File: config.mk
export PLATFORM = sky130hd
export DESIGN_NAME = apnea_alarm_zero_crossing_flat
export DESIGN_NICKNAME = d
export VERILOG_FILES = /design/src/aazc_pkg.sv /design/src/aazc_if.sv /design/src/aazc_ram.sv /design/src/aazc_window.sv /design/src/aazc_tick.sv /design/src/apnea_alarm_zero_crossing.sv /design/src/flat_wrapper.sv
export SDC_FILE = /design/constraint.sdc
export NUM_CORES = 1
export LEC_CHECK = 0
export BUFFER_PORTS_ARGS = -buffer_cell sky130_fd_sc_hd__buf_2
export CORE_ASPECT_RATIO = 1.2
export CORE_MARGIN = 5
export CORE_UTILIZATION = 25
export CTS_CLUSTER_SIZE = 20
export DETAILED_ROUTE_END_ITERATION = 7
export GPL_ROUTABILITY_DRIVEN = 0
export PLACE_DENSITY_LB_ADDON = 0.08
export RECOVER_POWER = 50
export SYNTH_ARGS = -nofsm -noshare
export SYNTH_HDL_FRONTEND = slang
export SYNTH_SLANG_ARGS = --single-unit
export TNS_END_PERCENT = 30
File: constraint.sdc
create_clock -name clk_i -period 24.3 [get_ports clk_i]
set_input_delay 3.645 -clock clk_i [delete_from_list [all_inputs] [get_ports clk_i]]
set_output_delay 3.645 -clock clk_i [all_outputs]
set_load 0.01 [all_outputs]
File: src/aazc_pkg.sv
// ----------------------------------------------------------------------------
// aazc_pkg: shared types and constants of the apnea alarm
// Field widths, register codes, reset values and the structs that pass
// between the crossing window and the tick logic.
// ----------------------------------------------------------------------------
package aazc_pkg;

  // Field widths
  localparam int unsigned SampleW = 12;
  localparam int unsigned SpoW    = 10;
  localparam int unsigned CountW  = 10;
  localparam int unsigned SecW    = 8;
  localparam int unsigned LevelW  = 2;
  localparam int unsigned CfgW    = 12;

  // Default history depth in samples
  localparam int unsigned WindowDef = 750;

  // Register reset values
  localparam logic [SampleW-1:0] MidlineRst   = 12'd2048;
  localparam logic [SpoW-1:0]    SpoLowRst    = 10'd880;
  localparam logic [CountW-1:0]  MinCrossRst  = 10'd1;
  localparam logic [SecW-1:0]    AlertSecsRst = 8'd20;

  // Severity thresholds and counter ceiling
  localparam logic [SecW-1:0] Level1Secs = 8'd20;
  localparam logic [SecW-1:0] Level2Secs = 8'd30;
  localparam logic [SecW-1:0] SecMax     = 8'hFF;

  typedef enum logic {
    OP_SAMPLE = 1'b0,
    OP_TICK   = 1'b1
  } op_e;

  typedef enum logic [1:0] {
    CFG_MIDLINE    = 2'd0,
    CFG_SPO2_LOW   = 2'd1,
    CFG_MIN_CROSS  = 2'd2,
    CFG_ALERT_SECS = 2'd3
  } cfg_idx_e;

  typedef enum logic [LevelW-1:0] {
    LVL_NORMAL = 2'd0,
    LVL_LONG   = 2'd1,
    LVL_SEVERE = 2'd2
  } level_e;

  // Tick thresholds seen by the tick logic
  typedef struct packed {
    logic [SpoW-1:0]   spo2_low;
    logic [CountW-1:0] min_cross;
    logic [SecW-1:0]   alert_secs;
  } tick_cfg_t;

  // Tick leaving the window stage, with the crossing count over the history window
  typedef struct packed {
    logic              valid;
    logic [SpoW-1:0]   spo2;
    logic [CountW-1:0] crossings;
  } tick_req_t;

endpackage

File: src/aazc_if.sv
// ----------------------------------------------------------------------------
// aazc_if: input and result channels of the apnea alarm
// Valid/ready channels; a transfer happens when valid and ready are high.
// ----------------------------------------------------------------------------
interface aazc_in_if;
  logic                         valid;
  logic                         ready;
  logic                         op;
  logic [aazc_pkg::SampleW-1:0] sample;
  logic [aazc_pkg::SpoW-1:0]    spo2_tenths;

  modport source (output valid, op, sample, spo2_tenths, input ready);
  modport sink   (input valid, op, sample, spo2_tenths, output ready);
endinterface

interface aazc_out_if;
  logic                        valid;
  logic                        ready;
  logic                        alert;
  logic [aazc_pkg::SecW-1:0]   apnea_seconds;
  logic [aazc_pkg::LevelW-1:0] apnea_level;
  logic [aazc_pkg::CountW-1:0] crossings;
  logic                        apnea_now;

  modport source (output valid, alert, apnea_seconds, apnea_level, crossings, apnea_now,
                  input ready);
  modport sink   (input valid, alert, apnea_seconds, apnea_level, crossings, apnea_now,
                  output ready);
endinterface

File: src/aazc_ram.sv
// ----------------------------------------------------------------------------
// aazc_ram: generic simple dual-port RAM
// One write port and one read port, read data registered.
// ----------------------------------------------------------------------------
module aazc_ram #(
  parameter int unsigned Width = 1,
  parameter int unsigned Depth = 16
) (
  input  logic                     clk_i,
  input  logic                     we_i,
  input  logic [$clog2(Depth)-1:0] waddr_i,
  input  logic [Width-1:0]         wdata_i,
  input  logic                     re_i,
  input  logic [$clog2(Depth)-1:0] raddr_i,
  output logic [Width-1:0]         rdata_o
);

  logic [Width-1:0] mem_q [Depth];
  logic [Width-1:0] rdata_q;

  // Write and registered read
  always_ff @(posedge clk_i) begin
    if (we_i) begin
      mem_q[waddr_i] <= wdata_i;
    end
    if (re_i) begin
      rdata_q <= mem_q[raddr_i];
    end
  end

  assign rdata_o = rdata_q;

endmodule

File: src/aazc_window.sv
// ----------------------------------------------------------------------------
// aazc_window: crossing history ring and running crossing count
// Reads the oldest history bit on a sample transfer, then writes the new
// bit back and updates the count in the next cycle. Ticks pass through in order.
// ----------------------------------------------------------------------------
module aazc_window #(
  parameter int unsigned Window = aazc_pkg::WindowDef
) (
  input  logic                         clk_i,
  input  logic                         rst_ni,
  aazc_in_if.sink                      in_i,
  input  logic [aazc_pkg::SampleW-1:0] midline_i,
  input  logic                         hold_i,
  output aazc_pkg::tick_req_t          tick_o
);
  import aazc_pkg::*;

  localparam int unsigned PosW = $clog2(Window);
  localparam logic [PosW-1:0] PosLast = PosW'(Window - 1);

  logic            accept;
  logic            is_sample;
  logic            above;
  logic            cross_bit;
  logic            pos_wrap;

  logic [PosW-1:0] pos_q, pos_d;
  logic            wrapped_q, wrapped_d;
  logic            last_above_q, last_above_d;
  logic [CountW-1:0] count_q, count_d;

  logic            s2_valid_q, s2_valid_d;
  op_e             s2_op_q;
  logic            s2_bit_q;
  logic [PosW-1:0] s2_pos_q;
  logic            s2_old_ok_q;
  logic [SpoW-1:0] s2_spo2_q;

  logic            s2_sample;
  logic            old_bit;
  logic            ram_rdata;

  assign in_i.ready = !hold_i;
  assign accept     = in_i.valid && in_i.ready;
  assign is_sample  = accept && (op_e'(in_i.op) == OP_SAMPLE);

  // Classify the sample against the midline
  assign above     = (in_i.sample >= midline_i);
  assign cross_bit = above ^ last_above_q;
  assign pos_wrap  = (pos_q == PosLast);

  // Advance the write position on each sample
  always_comb begin
    pos_d        = pos_q;
    wrapped_d    = wrapped_q;
    last_above_d = last_above_q;
    if (is_sample) begin
      pos_d        = pos_wrap ? '0 : pos_q + PosW'(1);
      wrapped_d    = wrapped_q | pos_wrap;
      last_above_d = above;
    end
  end

  // Second stage: hold while the tick logic stalls
  assign s2_valid_d = hold_i ? s2_valid_q : accept;

  always_ff @(posedge clk_i or negedge rst_ni) begin
    if (!rst_ni) begin
      pos_q        <= '0;
      wrapped_q    <= 1'b0;
      last_above_q <= 1'b0;
      count_q      <= '0;
      s2_valid_q   <= 1'b0;
    end else begin
      pos_q        <= pos_d;
      wrapped_q    <= wrapped_d;
      last_above_q <= last_above_d;
      count_q      <= count_d;
      s2_valid_q   <= s2_valid_d;
    end
  end

  always_ff @(posedge clk_i) begin
    if (accept) begin
      s2_op_q     <= op_e'(in_i.op);
      s2_bit_q    <= cross_bit;
      s2_pos_q    <= pos_q;
      s2_old_ok_q <= wrapped_q;
      s2_spo2_q   <= in_i.spo2_tenths;
    end
  end

  // Entries not yet written since reset read as zero
  assign s2_sample = s2_valid_q && (s2_op_q == OP_SAMPLE);
  assign old_bit   = s2_old_ok_q & ram_rdata;

  // Drop the oldest bit, add the newest
  always_comb begin
    count_d = count_q;
    if (s2_sample) begin
      count_d = count_q - CountW'(old_bit) + CountW'(s2_bit_q);
    end
  end

  aazc_ram #(
    .Width (1),
    .Depth (Window)
  ) u_hist_ram (
    .clk_i   (clk_i),
    .we_i    (s2_sample),
    .waddr_i (s2_pos_q),
    .wdata_i (s2_bit_q),
    .re_i    (is_sample),
    .raddr_i (pos_q),
    .rdata_o (ram_rdata)
  );

  assign tick_o.valid     = s2_valid_q && (s2_op_q == OP_TICK);
  assign tick_o.spo2      = s2_spo2_q;
  assign tick_o.crossings = count_q;

  // The count never exceeds the number of history entries
  assert property (@(posedge clk_i) disable iff (!rst_ni)
    32'(count_q) <= Window)
    else $error("crossing count exceeds window");

  // Only a tick may stall the second stage
  assert property (@(posedge clk_i) disable iff (!rst_ni)
    hold_i |-> tick_o.valid)
    else $error("stall without a pending tick");

  // A stalled tick keeps its slot and accepts nothing new
  assert property (@(posedge clk_i) disable iff (!rst_ni)
    hold_i |=> s2_valid_q && $stable(s2_spo2_q) && $stable(count_q))
    else $error("stalled tick lost or count moved");

endmodule

File: src/aazc_tick.sv
// ----------------------------------------------------------------------------
// aazc_tick: apnea decision, seconds counter and result register
// Decides apnea per tick, runs the saturating counter, raises alerts and
// holds the result until the result channel takes it.
// ----------------------------------------------------------------------------
module aazc_tick (
  input  logic                clk_i,
  input  logic                rst_ni,
  input  aazc_pkg::tick_req_t tick_i,
  input  aazc_pkg::tick_cfg_t cfg_i,
  output logic                hold_o,
  aazc_out_if.source          out_o
);
  import aazc_pkg::*;

  logic            fire;
  logic            apnea;
  logic            alert;
  logic [SecW-1:0] secs;
  level_e          level;

  logic [SecW-1:0] cnt_q, cnt_d;
  logic            out_valid_q, out_valid_d;
  logic            alert_q;
  logic [SecW-1:0] secs_q;
  level_e          level_q;
  logic [CountW-1:0] cross_q;
  logic            apnea_q;

  // Stall the tick while an untaken result sits in the register
  assign hold_o = tick_i.valid && out_valid_q && !out_o.ready;
  assign fire   = tick_i.valid && !hold_o;

  // Apnea decision and counter update
  always_comb begin
    apnea = (tick_i.spo2 < cfg_i.spo2_low) || (tick_i.crossings < cfg_i.min_cross);
    if (!apnea) begin
      secs = '0;
    end else if (cnt_q == SecMax) begin
      secs = cnt_q;
    end else begin
      secs = cnt_q + SecW'(1);
    end
    alert = apnea && (secs >= cfg_i.alert_secs);
    if (secs > Level2Secs) begin
      level = LVL_SEVERE;
    end else if (secs > Level1Secs) begin
      level = LVL_LONG;
    end else begin
      level = LVL_NORMAL;
    end
    cnt_d = cnt_q;
    if (fire) begin
      cnt_d = alert ? '0 : secs;
    end
  end

  // Result register valid: load on a tick, drop on a transfer
  always_comb begin
    out_valid_d = out_valid_q;
    if (fire) begin
      out_valid_d = 1'b1;
    end else if (out_o.ready) begin
      out_valid_d = 1'b0;
    end
  end

  always_ff @(posedge clk_i or negedge rst_ni) begin
    if (!rst_ni) begin
      cnt_q       <= '0;
      out_valid_q <= 1'b0;
    end else begin
      cnt_q       <= cnt_d;
      out_valid_q <= out_valid_d;
    end
  end

  always_ff @(posedge clk_i) begin
    if (fire) begin
      alert_q <= alert;
      secs_q  <= secs;
      level_q <= level;
      cross_q <= tick_i.crossings;
      apnea_q <= apnea;
    end
  end

  assign out_o.valid         = out_valid_q;
  assign out_o.alert         = alert_q;
  assign out_o.apnea_seconds = secs_q;
  assign out_o.apnea_level   = level_q;
  assign out_o.crossings     = cross_q;
  assign out_o.apnea_now     = apnea_q;

  // An alert restarts the counter
  assert property (@(posedge clk_i) disable iff (!rst_ni)
    fire && alert |=> cnt_q == '0)
    else $error("counter not restarted after alert");

  // An alert only comes with apnea and a nonzero duration
  assert property (@(posedge clk_i) disable iff (!rst_ni)
    out_valid_q && alert_q |-> apnea_q && (secs_q != '0))
    else $error("alert without apnea");

  // No apnea means a zero duration
  assert property (@(posedge clk_i) disable iff (!rst_ni)
    out_valid_q && !apnea_q |-> (secs_q == '0) && (level_q == LVL_NORMAL))
    else $error("duration without apnea");

endmodule

File: src/apnea_alarm_zero_crossing.sv
// A tick passes the second window stage and the result register before it
// is offered; samples give no result and update the crossing count from the
// second stage. Throughput: one item per cycle while no tick stalls, set by
// the one-read one-write history RAM whose read-modify-write spans two stages.
// Reset: control state clears at once; the history RAM is not swept, a wrap
// flag makes entries not yet written since reset count as zero.
// ----------------------------------------------------------------------------
// apnea_alarm_zero_crossing: apnea alarm from bed-sensor crossings and SpO2
// Holds the configuration registers and joins the crossing window to the
// tick logic.
// ----------------------------------------------------------------------------
module apnea_alarm_zero_crossing #(
  parameter int unsigned Window = aazc_pkg::WindowDef
) (
  input  logic                      clk_i,
  input  logic                      rst_ni,
  input  logic                      cfg_we_i,
  input  logic [1:0]                cfg_idx_i,
  input  logic [aazc_pkg::CfgW-1:0] cfg_data_i,
  aazc_in_if.sink                   in_i,
  aazc_out_if.source                out_o
);
  import aazc_pkg::*;

  logic [SampleW-1:0] midline_q, midline_d;
  tick_cfg_t          tcfg_q, tcfg_d;
  tick_req_t          tick_req;
  logic               hold;

  // Configuration register writes
  always_comb begin
    midline_d = midline_q;
    tcfg_d    = tcfg_q;
    if (cfg_we_i) begin
      case (cfg_idx_e'(cfg_idx_i))
        CFG_MIDLINE:    midline_d         = cfg_data_i[SampleW-1:0];
        CFG_SPO2_LOW:   tcfg_d.spo2_low   = cfg_data_i[SpoW-1:0];
        CFG_MIN_CROSS:  tcfg_d.min_cross  = cfg_data_i[CountW-1:0];
        CFG_ALERT_SECS: tcfg_d.alert_secs = cfg_data_i[SecW-1:0];
        default: ;
      endcase
    end
  end

  always_ff @(posedge clk_i or negedge rst_ni) begin
    if (!rst_ni) begin
      midline_q         <= MidlineRst;
      tcfg_q.spo2_low   <= SpoLowRst;
      tcfg_q.min_cross  <= MinCrossRst;
      tcfg_q.alert_secs <= AlertSecsRst;
    end else begin
      midline_q <= midline_d;
      tcfg_q    <= tcfg_d;
    end
  end

  aazc_window #(
    .Window (Window)
  ) u_window (
    .clk_i     (clk_i),
    .rst_ni    (rst_ni),
    .in_i      (in_i),
    .midline_i (midline_q),
    .hold_i    (hold),
    .tick_o    (tick_req)
  );

  aazc_tick u_tick (
    .clk_i  (clk_i),
    .rst_ni (rst_ni),
    .tick_i (tick_req),
    .cfg_i  (tcfg_q),
    .hold_o (hold),
    .out_o  (out_o)
  );

endmodule

File: src/flat_wrapper.sv
// flat-port wrapper written by rule: the top's interface ports become plain ports
module apnea_alarm_zero_crossing_flat import aazc_pkg::*;
#(
  parameter int unsigned Window = aazc_pkg::WindowDef
)
  (clk_i, rst_ni, cfg_we_i, cfg_idx_i, cfg_data_i, in_i_valid, in_i_op, in_i_sample, in_i_spo2_tenths, in_i_ready, out_o_valid, out_o_alert, out_o_apnea_seconds, out_o_apnea_level, out_o_crossings, out_o_apnea_now, out_o_ready);
  aazc_in_if in_i_i ();
  aazc_out_if out_o_i ();
  input  logic clk_i;
  input  logic rst_ni;
  input  logic cfg_we_i;
  input  logic [1:0] cfg_idx_i;
  input  logic [aazc_pkg::CfgW-1:0] cfg_data_i;
  input wire logic [$bits(in_i_i.valid)-1:0] in_i_valid;
  input wire logic [$bits(in_i_i.op)-1:0] in_i_op;
  input wire logic [$bits(in_i_i.sample)-1:0] in_i_sample;
  input wire logic [$bits(in_i_i.spo2_tenths)-1:0] in_i_spo2_tenths;
  output wire logic [$bits(in_i_i.ready)-1:0] in_i_ready;
  output wire logic [$bits(out_o_i.valid)-1:0] out_o_valid;
  output wire logic [$bits(out_o_i.alert)-1:0] out_o_alert;
  output wire logic [$bits(out_o_i.apnea_seconds)-1:0] out_o_apnea_seconds;
  output wire logic [$bits(out_o_i.apnea_level)-1:0] out_o_apnea_level;
  output wire logic [$bits(out_o_i.crossings)-1:0] out_o_crossings;
  output wire logic [$bits(out_o_i.apnea_now)-1:0] out_o_apnea_now;
  input wire logic [$bits(out_o_i.ready)-1:0] out_o_ready;
  assign in_i_i.valid = in_i_valid;
  assign in_i_i.op = in_i_op;
  assign in_i_i.sample = in_i_sample;
  assign in_i_i.spo2_tenths = in_i_spo2_tenths;
  assign in_i_ready = in_i_i.ready;
  assign out_o_valid = out_o_i.valid;
  assign out_o_alert = out_o_i.alert;
  assign out_o_apnea_seconds = out_o_i.apnea_seconds;
  assign out_o_apnea_level = out_o_i.apnea_level;
  assign out_o_crossings = out_o_i.crossings;
  assign out_o_apnea_now = out_o_i.apnea_now;
  assign out_o_i.ready = out_o_ready;
  apnea_alarm_zero_crossing #(.Window(Window)) u_core (.clk_i(clk_i), .rst_ni(rst_ni), .cfg_we_i(cfg_we_i), .cfg_idx_i(cfg_idx_i), .cfg_data_i(cfg_data_i), .in_i(in_i_i), .out_o(out_o_i));
endmodule
# Yosys cells after proc, flatten, opt, wreduce, memory -nomap -nowiden
# Memories as Yosys holds them, arrays and structs flattened. A register that Yosys moved wholly into a read port is not among the register bits.
# Cells that the tools add are included.
# op_classes
n_addsub,4
n_lt_le_gt_ge,6
n_eq_ne,5
muxes,9
bitwise,5
reduce_logical,17
# ops
op,count
2-to-1 mux 8 bit,3
< comparator 10 bit,2
"> comparator 8 x 5 -> 1 bit, second input constant",2
greater-or-equal comparator 12 bit,1
adder 10 x 1 -> 10 bit,1
"adder 10 x 1 -> 10 bit, second input constant",1
"== test 10 bit, second input constant",1
2-to-1 mux 10 bit,1
subtractor 10 x 1 -> 10 bit,1
"adder 8 x 1 -> 8 bit, second input constant",1
"== test 8 bit, second input constant",1
greater-or-equal comparator 8 bit,1
logical AND 1 bit,8
AND reduction 2 bit,4
2-to-1 mux 1 bit,5
"== test 2 bit, second input constant",2
"== test 2 x 1 -> 1 bit, second input constant",1
zero test 1 bit,2
zero test 2 bit,1
NOT 1 bit,2
nonzero test 2 bit,1
AND 1 bit,1
logical OR 1 bit,1
OR 1 bit,1
bitwise XOR 1 bit,1
# totals
regBits,117
ramBits,750
in_bits,42
output_inout_bits,24
n_memories,1
# mem_list
name,words,word_bits,rd,rd_clocked_by_memory_dff,write_ports,line,source
u_core.u_window.u_hist_ram.mem_q,750,1,1,1,1,aazc_ram.sv:18,logic [Width-1:0] mem_q [Depth];

# Depth between registers and ports, before layout
# logic_depth
word_depth,6
ltp_mapped,20

# By module
# From an unflattened synthesis, not the netlist that was laid out.
# hier_totals
hier_cells,2777
area_unflattened_um2,39036.2
# modules_own_cells
mod,n_inst,cells_each,area_each_um2,seq_area_each_um2
aazc_ram,1,2254,32925.3,22551.6
aazc_window,1,234,2504.9,1266.2
aazc_tick,1,202,2069.5,885.8
apnea_alarm_zero_crossing,1,87,1536.5,1012.2

# Worst setup path before layout
# OpenSTA, ideal clock, no wires.
# synth_timing
kind,reg-to-reg
start,register u_core.u_window.s2_bit_q
end,register u_core.u_window.count_q[9]
setup_time_ns,0.126
arrival_time_ns,11.671
t_required_ns,24.174
slack_ns,12.503
path_stages_with_launch,13
n_path_buf,0
path_cell_list,edfxtp_1 inv_1 ha_1 inv_1 ha_1 a21o_1 a21oi_1 o21ai_0 a21oi_1 o21ai_0 a21oi_1 mux2_2 a221o_1
# synth_via
elab_chain_len,1
# synth_rtl
element,line,source
start: declaration,aazc_window.sv:34,logic s2_bit_q;
start signal: assignment,aazc_window.sv:86,s2_bit_q <= cross_bit;
adder 10 x 1 -> 10 bit,aazc_window.sv:101,count_d = count_q - CountW'(old_bit) + CountW'(s2_bit_q);
end signal: assignment,aazc_window.sv:78,count_q <= count_d;
end: declaration,aazc_window.sv:30,"logic [CountW-1:0] count_q, count_d;"
# No other way between the ends.
# A chain may end at the register's enable or synchronous reset.

# Worst setup path in the final report
# layout_timing
start,register u_core.u_window.s2_bit_q
end,memory u_core.u_window.u_hist_ram.mem_q[653] (data pin)
# layout_rtl
element,line
end: declaration,aazc_ram.sv:18
# No word-level cell before the write port.

==> flow_summary.json <==
{
  "clkTransAtPathRegs_ps": 60,
  "r2r-start": "u_core.u_window.s2_bit_q",
  "post_cts_buffers": 0,
  "slowest_delay_ps": 6300,
  "ys_ff_latch": 868,
  "overflow": 0,
  "holdCritStartpoint": "u_core.u_window.wrapped_q",
  "path_cells": "clkbuf_1 -> buf_4 -> buf_4",
  "worst_pin_slew_ps": 9380,
  "path_buf_inv": 3,
  "n_fill_cell": 15500,
  "wire_per_inst_um": 25.3,
  "avgSynthCellArea_um2": 13.9,
  "path_class": "flip-flop to flip-flop",
  "die_h_um": 440,
  "cts-resized-gates": 0,
  "syn_inst": 2770,
  "grt_pass1_wl_um": 175000,
  "dp_hpwl_um": 70500,
  "rsz0062_at_grt": "false",
  "hold_path_class": "flip-flop to flip-flop",
  "synthTopCellsByArea": "edfxtp_1 (62%), mux4_2 (11%), nor2_1 (7.6%), dfrtp_1 (4.1%), ha_1 (1.7%)",
  "cp-start-kind": "flip-flop",
  "dr.pass1.iters": 5,
  "yosysUniqueCellTypes": 71,
  "status": "finished, violations left",
  "hold_path_end": "u_core.u_window.wrapped_q",
  "arrival_ps": 10330,
  "core_area_um2": 153000,
  "dpl_worst_slack_ps": 16260,
  "worst_slack_ps": 14350,
  "min_path_cells": 1,
  "fin_tns_setup_ps": 0,
  "layout-drive-gt1-share_pct": 17.0,
  "violations": "max-capacitance violations, max-slew violations",
  "slew_violations": 1163,
  "period_share_pct": 40.9,
  "setup_violations": 0,
  "diodes": 0,
  "initial_core_util_pct": 25.2,
  "synthMuxAreaShare_pct": 12.7,
  "final_hold_viol_count": 0,
  "final.min_clock_period_ps": 9950,
  "final_area_um2": 43900,
  "track_usage_pct": 15.0,
  "path_max_fanout": 233,
  "fin_skew_ps": 26.0,
  "cp_top_family": "buffers and inverters",
  "port_buffers": 65,
  "ys_warn_count": 0,
  "worstRegToRegCells": 3,
  "vias": 23100,
  "syn2layout_area_growth_pct": 13.8,
  "placementRows": 157,
  "clock_latency_ps": 710,
  "syn-cell-area_um2": 38500,
  "maxCapViolations": 35,
  "synth_simple_gate_area_share_pct": 11.7,
  "cp-end-kind": "flip-flop",
  "hold_buffers": 0,
  "die_w_um": 368,
  "synth_compound_area_share_pct": 3.81,
  "grt_max_degree": 314,
  "die-area_um2": 162000,
  "cp_common_cell": "buf_4",
  "synth_top_flop_cell": "edfxtp_1",
  "grt_pass1_vias": 23900,
  "viasPerCell": 4.75,
  "irDropWorstVdd_mv": 0.0571,
  "antenna_found_initial": 1,
  "htree_levels": 3,
  "tritoncts": "built",
  "reg2reg_to": "u_core.u_window.u_hist_ram.mem_q[653]",
  "synthArstFlopShare_pct": 8.29,
  "antenna_left": 0,
  "power.leakage_nw": 13.5,
  "final_util_pct": 28.7,
  "synth_enable_flop_cells": 796,
  "synth_fp_nets": 2864,
  "power-per-cell-area_nw_per_um2": 98.4,
  "ios": 66,
  "slowest_stage": "clkbuf_1",
  "synth_top_family_by_area": "multiplexers",
  "slew_headroom_pct": -525,
  "synth_xor_area_share_pct": 0.159,
  "final_nets": 2879,
  "placed_area_um2": 41000,
  "fmax_mhz": 101,
  "clk_path_buf_depth": 3,
  "cts.sink_count": 868,
  "r2r_slack_ps": 14350,
  "numCtsBuffers": 103,
  "drc": 0,
  "synth_top_area_share_pct": 62.0,
  "finalWirelength_um": 123000,
  "whs_ps": 476,
  "dr.first_iter.drc_count": 2018,
  "root_buffer": "clkbuf_16",
  "cp.required_ps": 24680,
  "yosys.area.top_type": "edfxtp_1",
  "yosysSeqAreaShare_pct": 66.7,
  "synthAdderAreaFrac_pct": 1.71
}
[how the worst max path moves through the flow]
stage | startpoint | end | slack (ps) | depth (start not counted)
after floorplan | u_core.u_window.s2_bit_q | u_core.u_window.count_q[9] | 12500 | 12
after global placement | out_o_ready | in_i_ready | 16260 | 4
after detailed placement | out_o_ready | in_i_ready | 16260 | 4
after CTS | out_o_ready | in_i_ready | 16260 | 4
after global routing | u_core.u_window.s2_bit_q | u_core.u_window.count_q[9] | 13040 | 13
final | u_core.u_window.s2_bit_q | u_core.u_window.u_hist_ram.mem_q[653] | 14350 | 3
[metal layers]
metal	routed length [µm]	GRT usage, %	vias up
li1	-	-	10200
met1	53300	19.5	12100
met2	60800	25.8	575
met3	5670	2.17	170
met4	3320	4.61	0
met5	0	0	-
[power by group]
| part | switching [mW] | leakage, nW | internal [mW] | total [mW] |
|---|---|---|---|---|
| Combinational | 0.682 | 3.92 | 0.379 | 1.06 |
| Sequential | 0.0650 | 8.06 | 1.78 | 1.85 |
| Clock | 0.626 | 1.48 | 0.785 | 1.41 |
[per-stage QoR]
step	cells	power, mW
6_report	4853	4.32
5_1_grt	4853	4.52
4_1_cts	4853	4.38
3_5_place_dp	4667	2.95
3_3_place_gp	4667	2.94
2_1_floorplan	2770	2.56
[placed cells by master (no fill, tap or decap), types with 11 or more instances in the layout]
| master | netlist | final |
|---|---|---|
| a211oi_1 | 16 | 16 |
| a21o_1 | 17 | 17 |
| a21oi_1 | 28 | 28 |
| a22oi_1 | 23 | 23 |
| buf_2 | 23 | 64 |
| buf_4 | 11 | 38 |
| clkbuf_1 | 149 | 66 |
| clkbuf_16 | 0 | 103 |
| clkinv_1 | 1 | 23 |
| clkinv_2 | 0 | 22 |
| dfrtp_1 | 63 | 61 |
| edfxtp_1 | 796 | 796 |
| ha_1 | 51 | 51 |
| inv_1 | 64 | 64 |
| mux2_2 | 33 | 33 |
| mux2i_1 | 12 | 12 |
| mux4_2 | 183 | 183 |
| nand2_1 | 131 | 131 |
| nand2b_1 | 13 | 13 |
| nand3_1 | 56 | 52 |
| nor2_1 | 785 | 784 |
| nor2b_1 | 30 | 27 |
| nor3_1 | 18 | 18 |
| o21ai_0 | 53 | 53 |
| o22ai_1 | 11 | 11 |
[layout make-up]
cell class	count	area (µm²)	area share [%]
Clock inverter	50	283	0.645
Clock buffer	136	2720	6.20
Inverter	65	244	0.556
Timing Repair Buffer	140	797	1.82
Sequential cell	868	25700	58.6
Tap cell	1987	2490	5.67
Multi-Input combinational cell	1607	11600	26.5
[cell families after synthesis]
| family | after synthesis |
|---|---|
| fa+ha+maj | 52 |
| simple gates | 1095 |
| mux | 238 |
| flops | 868 |
| xor+xnor | 7 |
| buf+inv | 295 |
| compound gates | 215 |
[sequential cells by signal (all words and copies together) (netlist names)]
signal and count:
u_core.u_tick.out_o.apnea_seconds 8, u_core.u_window.s2_op_q 1, u_core.u_window.u_hist_ram.mem_q 750, u_core.u_window.wrapped_q 1
u_core.tcfg_q 28, u_core.u_window.u_hist_ram.rdata_o 1, u_core.u_tick.cnt_q 8, u_core.u_tick.out_o.apnea_now 1
u_core.u_window.pos_q 10, u_core.u_tick.out_o.alert 1, u_core.u_tick.out_o.crossings 10, u_core.u_window.s2_pos_q 10
u_core.midline_q 12, u_core.u_window.last_above_q 1, u_core.u_window.s2_bit_q 1, u_core.u_window.count_q 10
u_core.u_tick.out_o.apnea_level 2, u_core.u_window.s2_spo2_q 10, u_core.u_window.s2_valid_q 1, u_core.u_window.s2_old_ok_q 1
u_core.u_tick.out_o.valid 1
[worst reg2reg max path: stages (launching register included)]
cell and delay [ps]:
edfxtp_1 330, clkbuf_1 6300, buf_4 1990, buf_4 910
[cell usage after synthesis, types with 5 or more instances]
master and count:
a2111oi_0 5, a211oi_1 16, a21o_1 17, a21oi_1 28
a221oi_1 7, a22o_1 6, a22oi_1 23, and2_1 9
and3_1 8, buf_1 39, buf_2 23, buf_4 11
buf_6 6, clkbuf_1 149, dfrtp_1 63, dfstp_2 9
edfxtp_1 796, ha_1 51, inv_1 64, mux2_2 33
mux2i_1 12, mux4_1 10, mux4_2 183, nand2_1 131
nand2b_1 13, nand3_1 56, nand3b_1 5, nor2_1 785
nor2b_1 30, nor3_1 18, nor3b_1 7, nor4_1 7
o21ai_0 53, o22ai_1 11, o31ai_1 9, o41ai_1 9
or2_2 6, or3_1 5
Note: power is estimated with default switching activity, not from simulation.
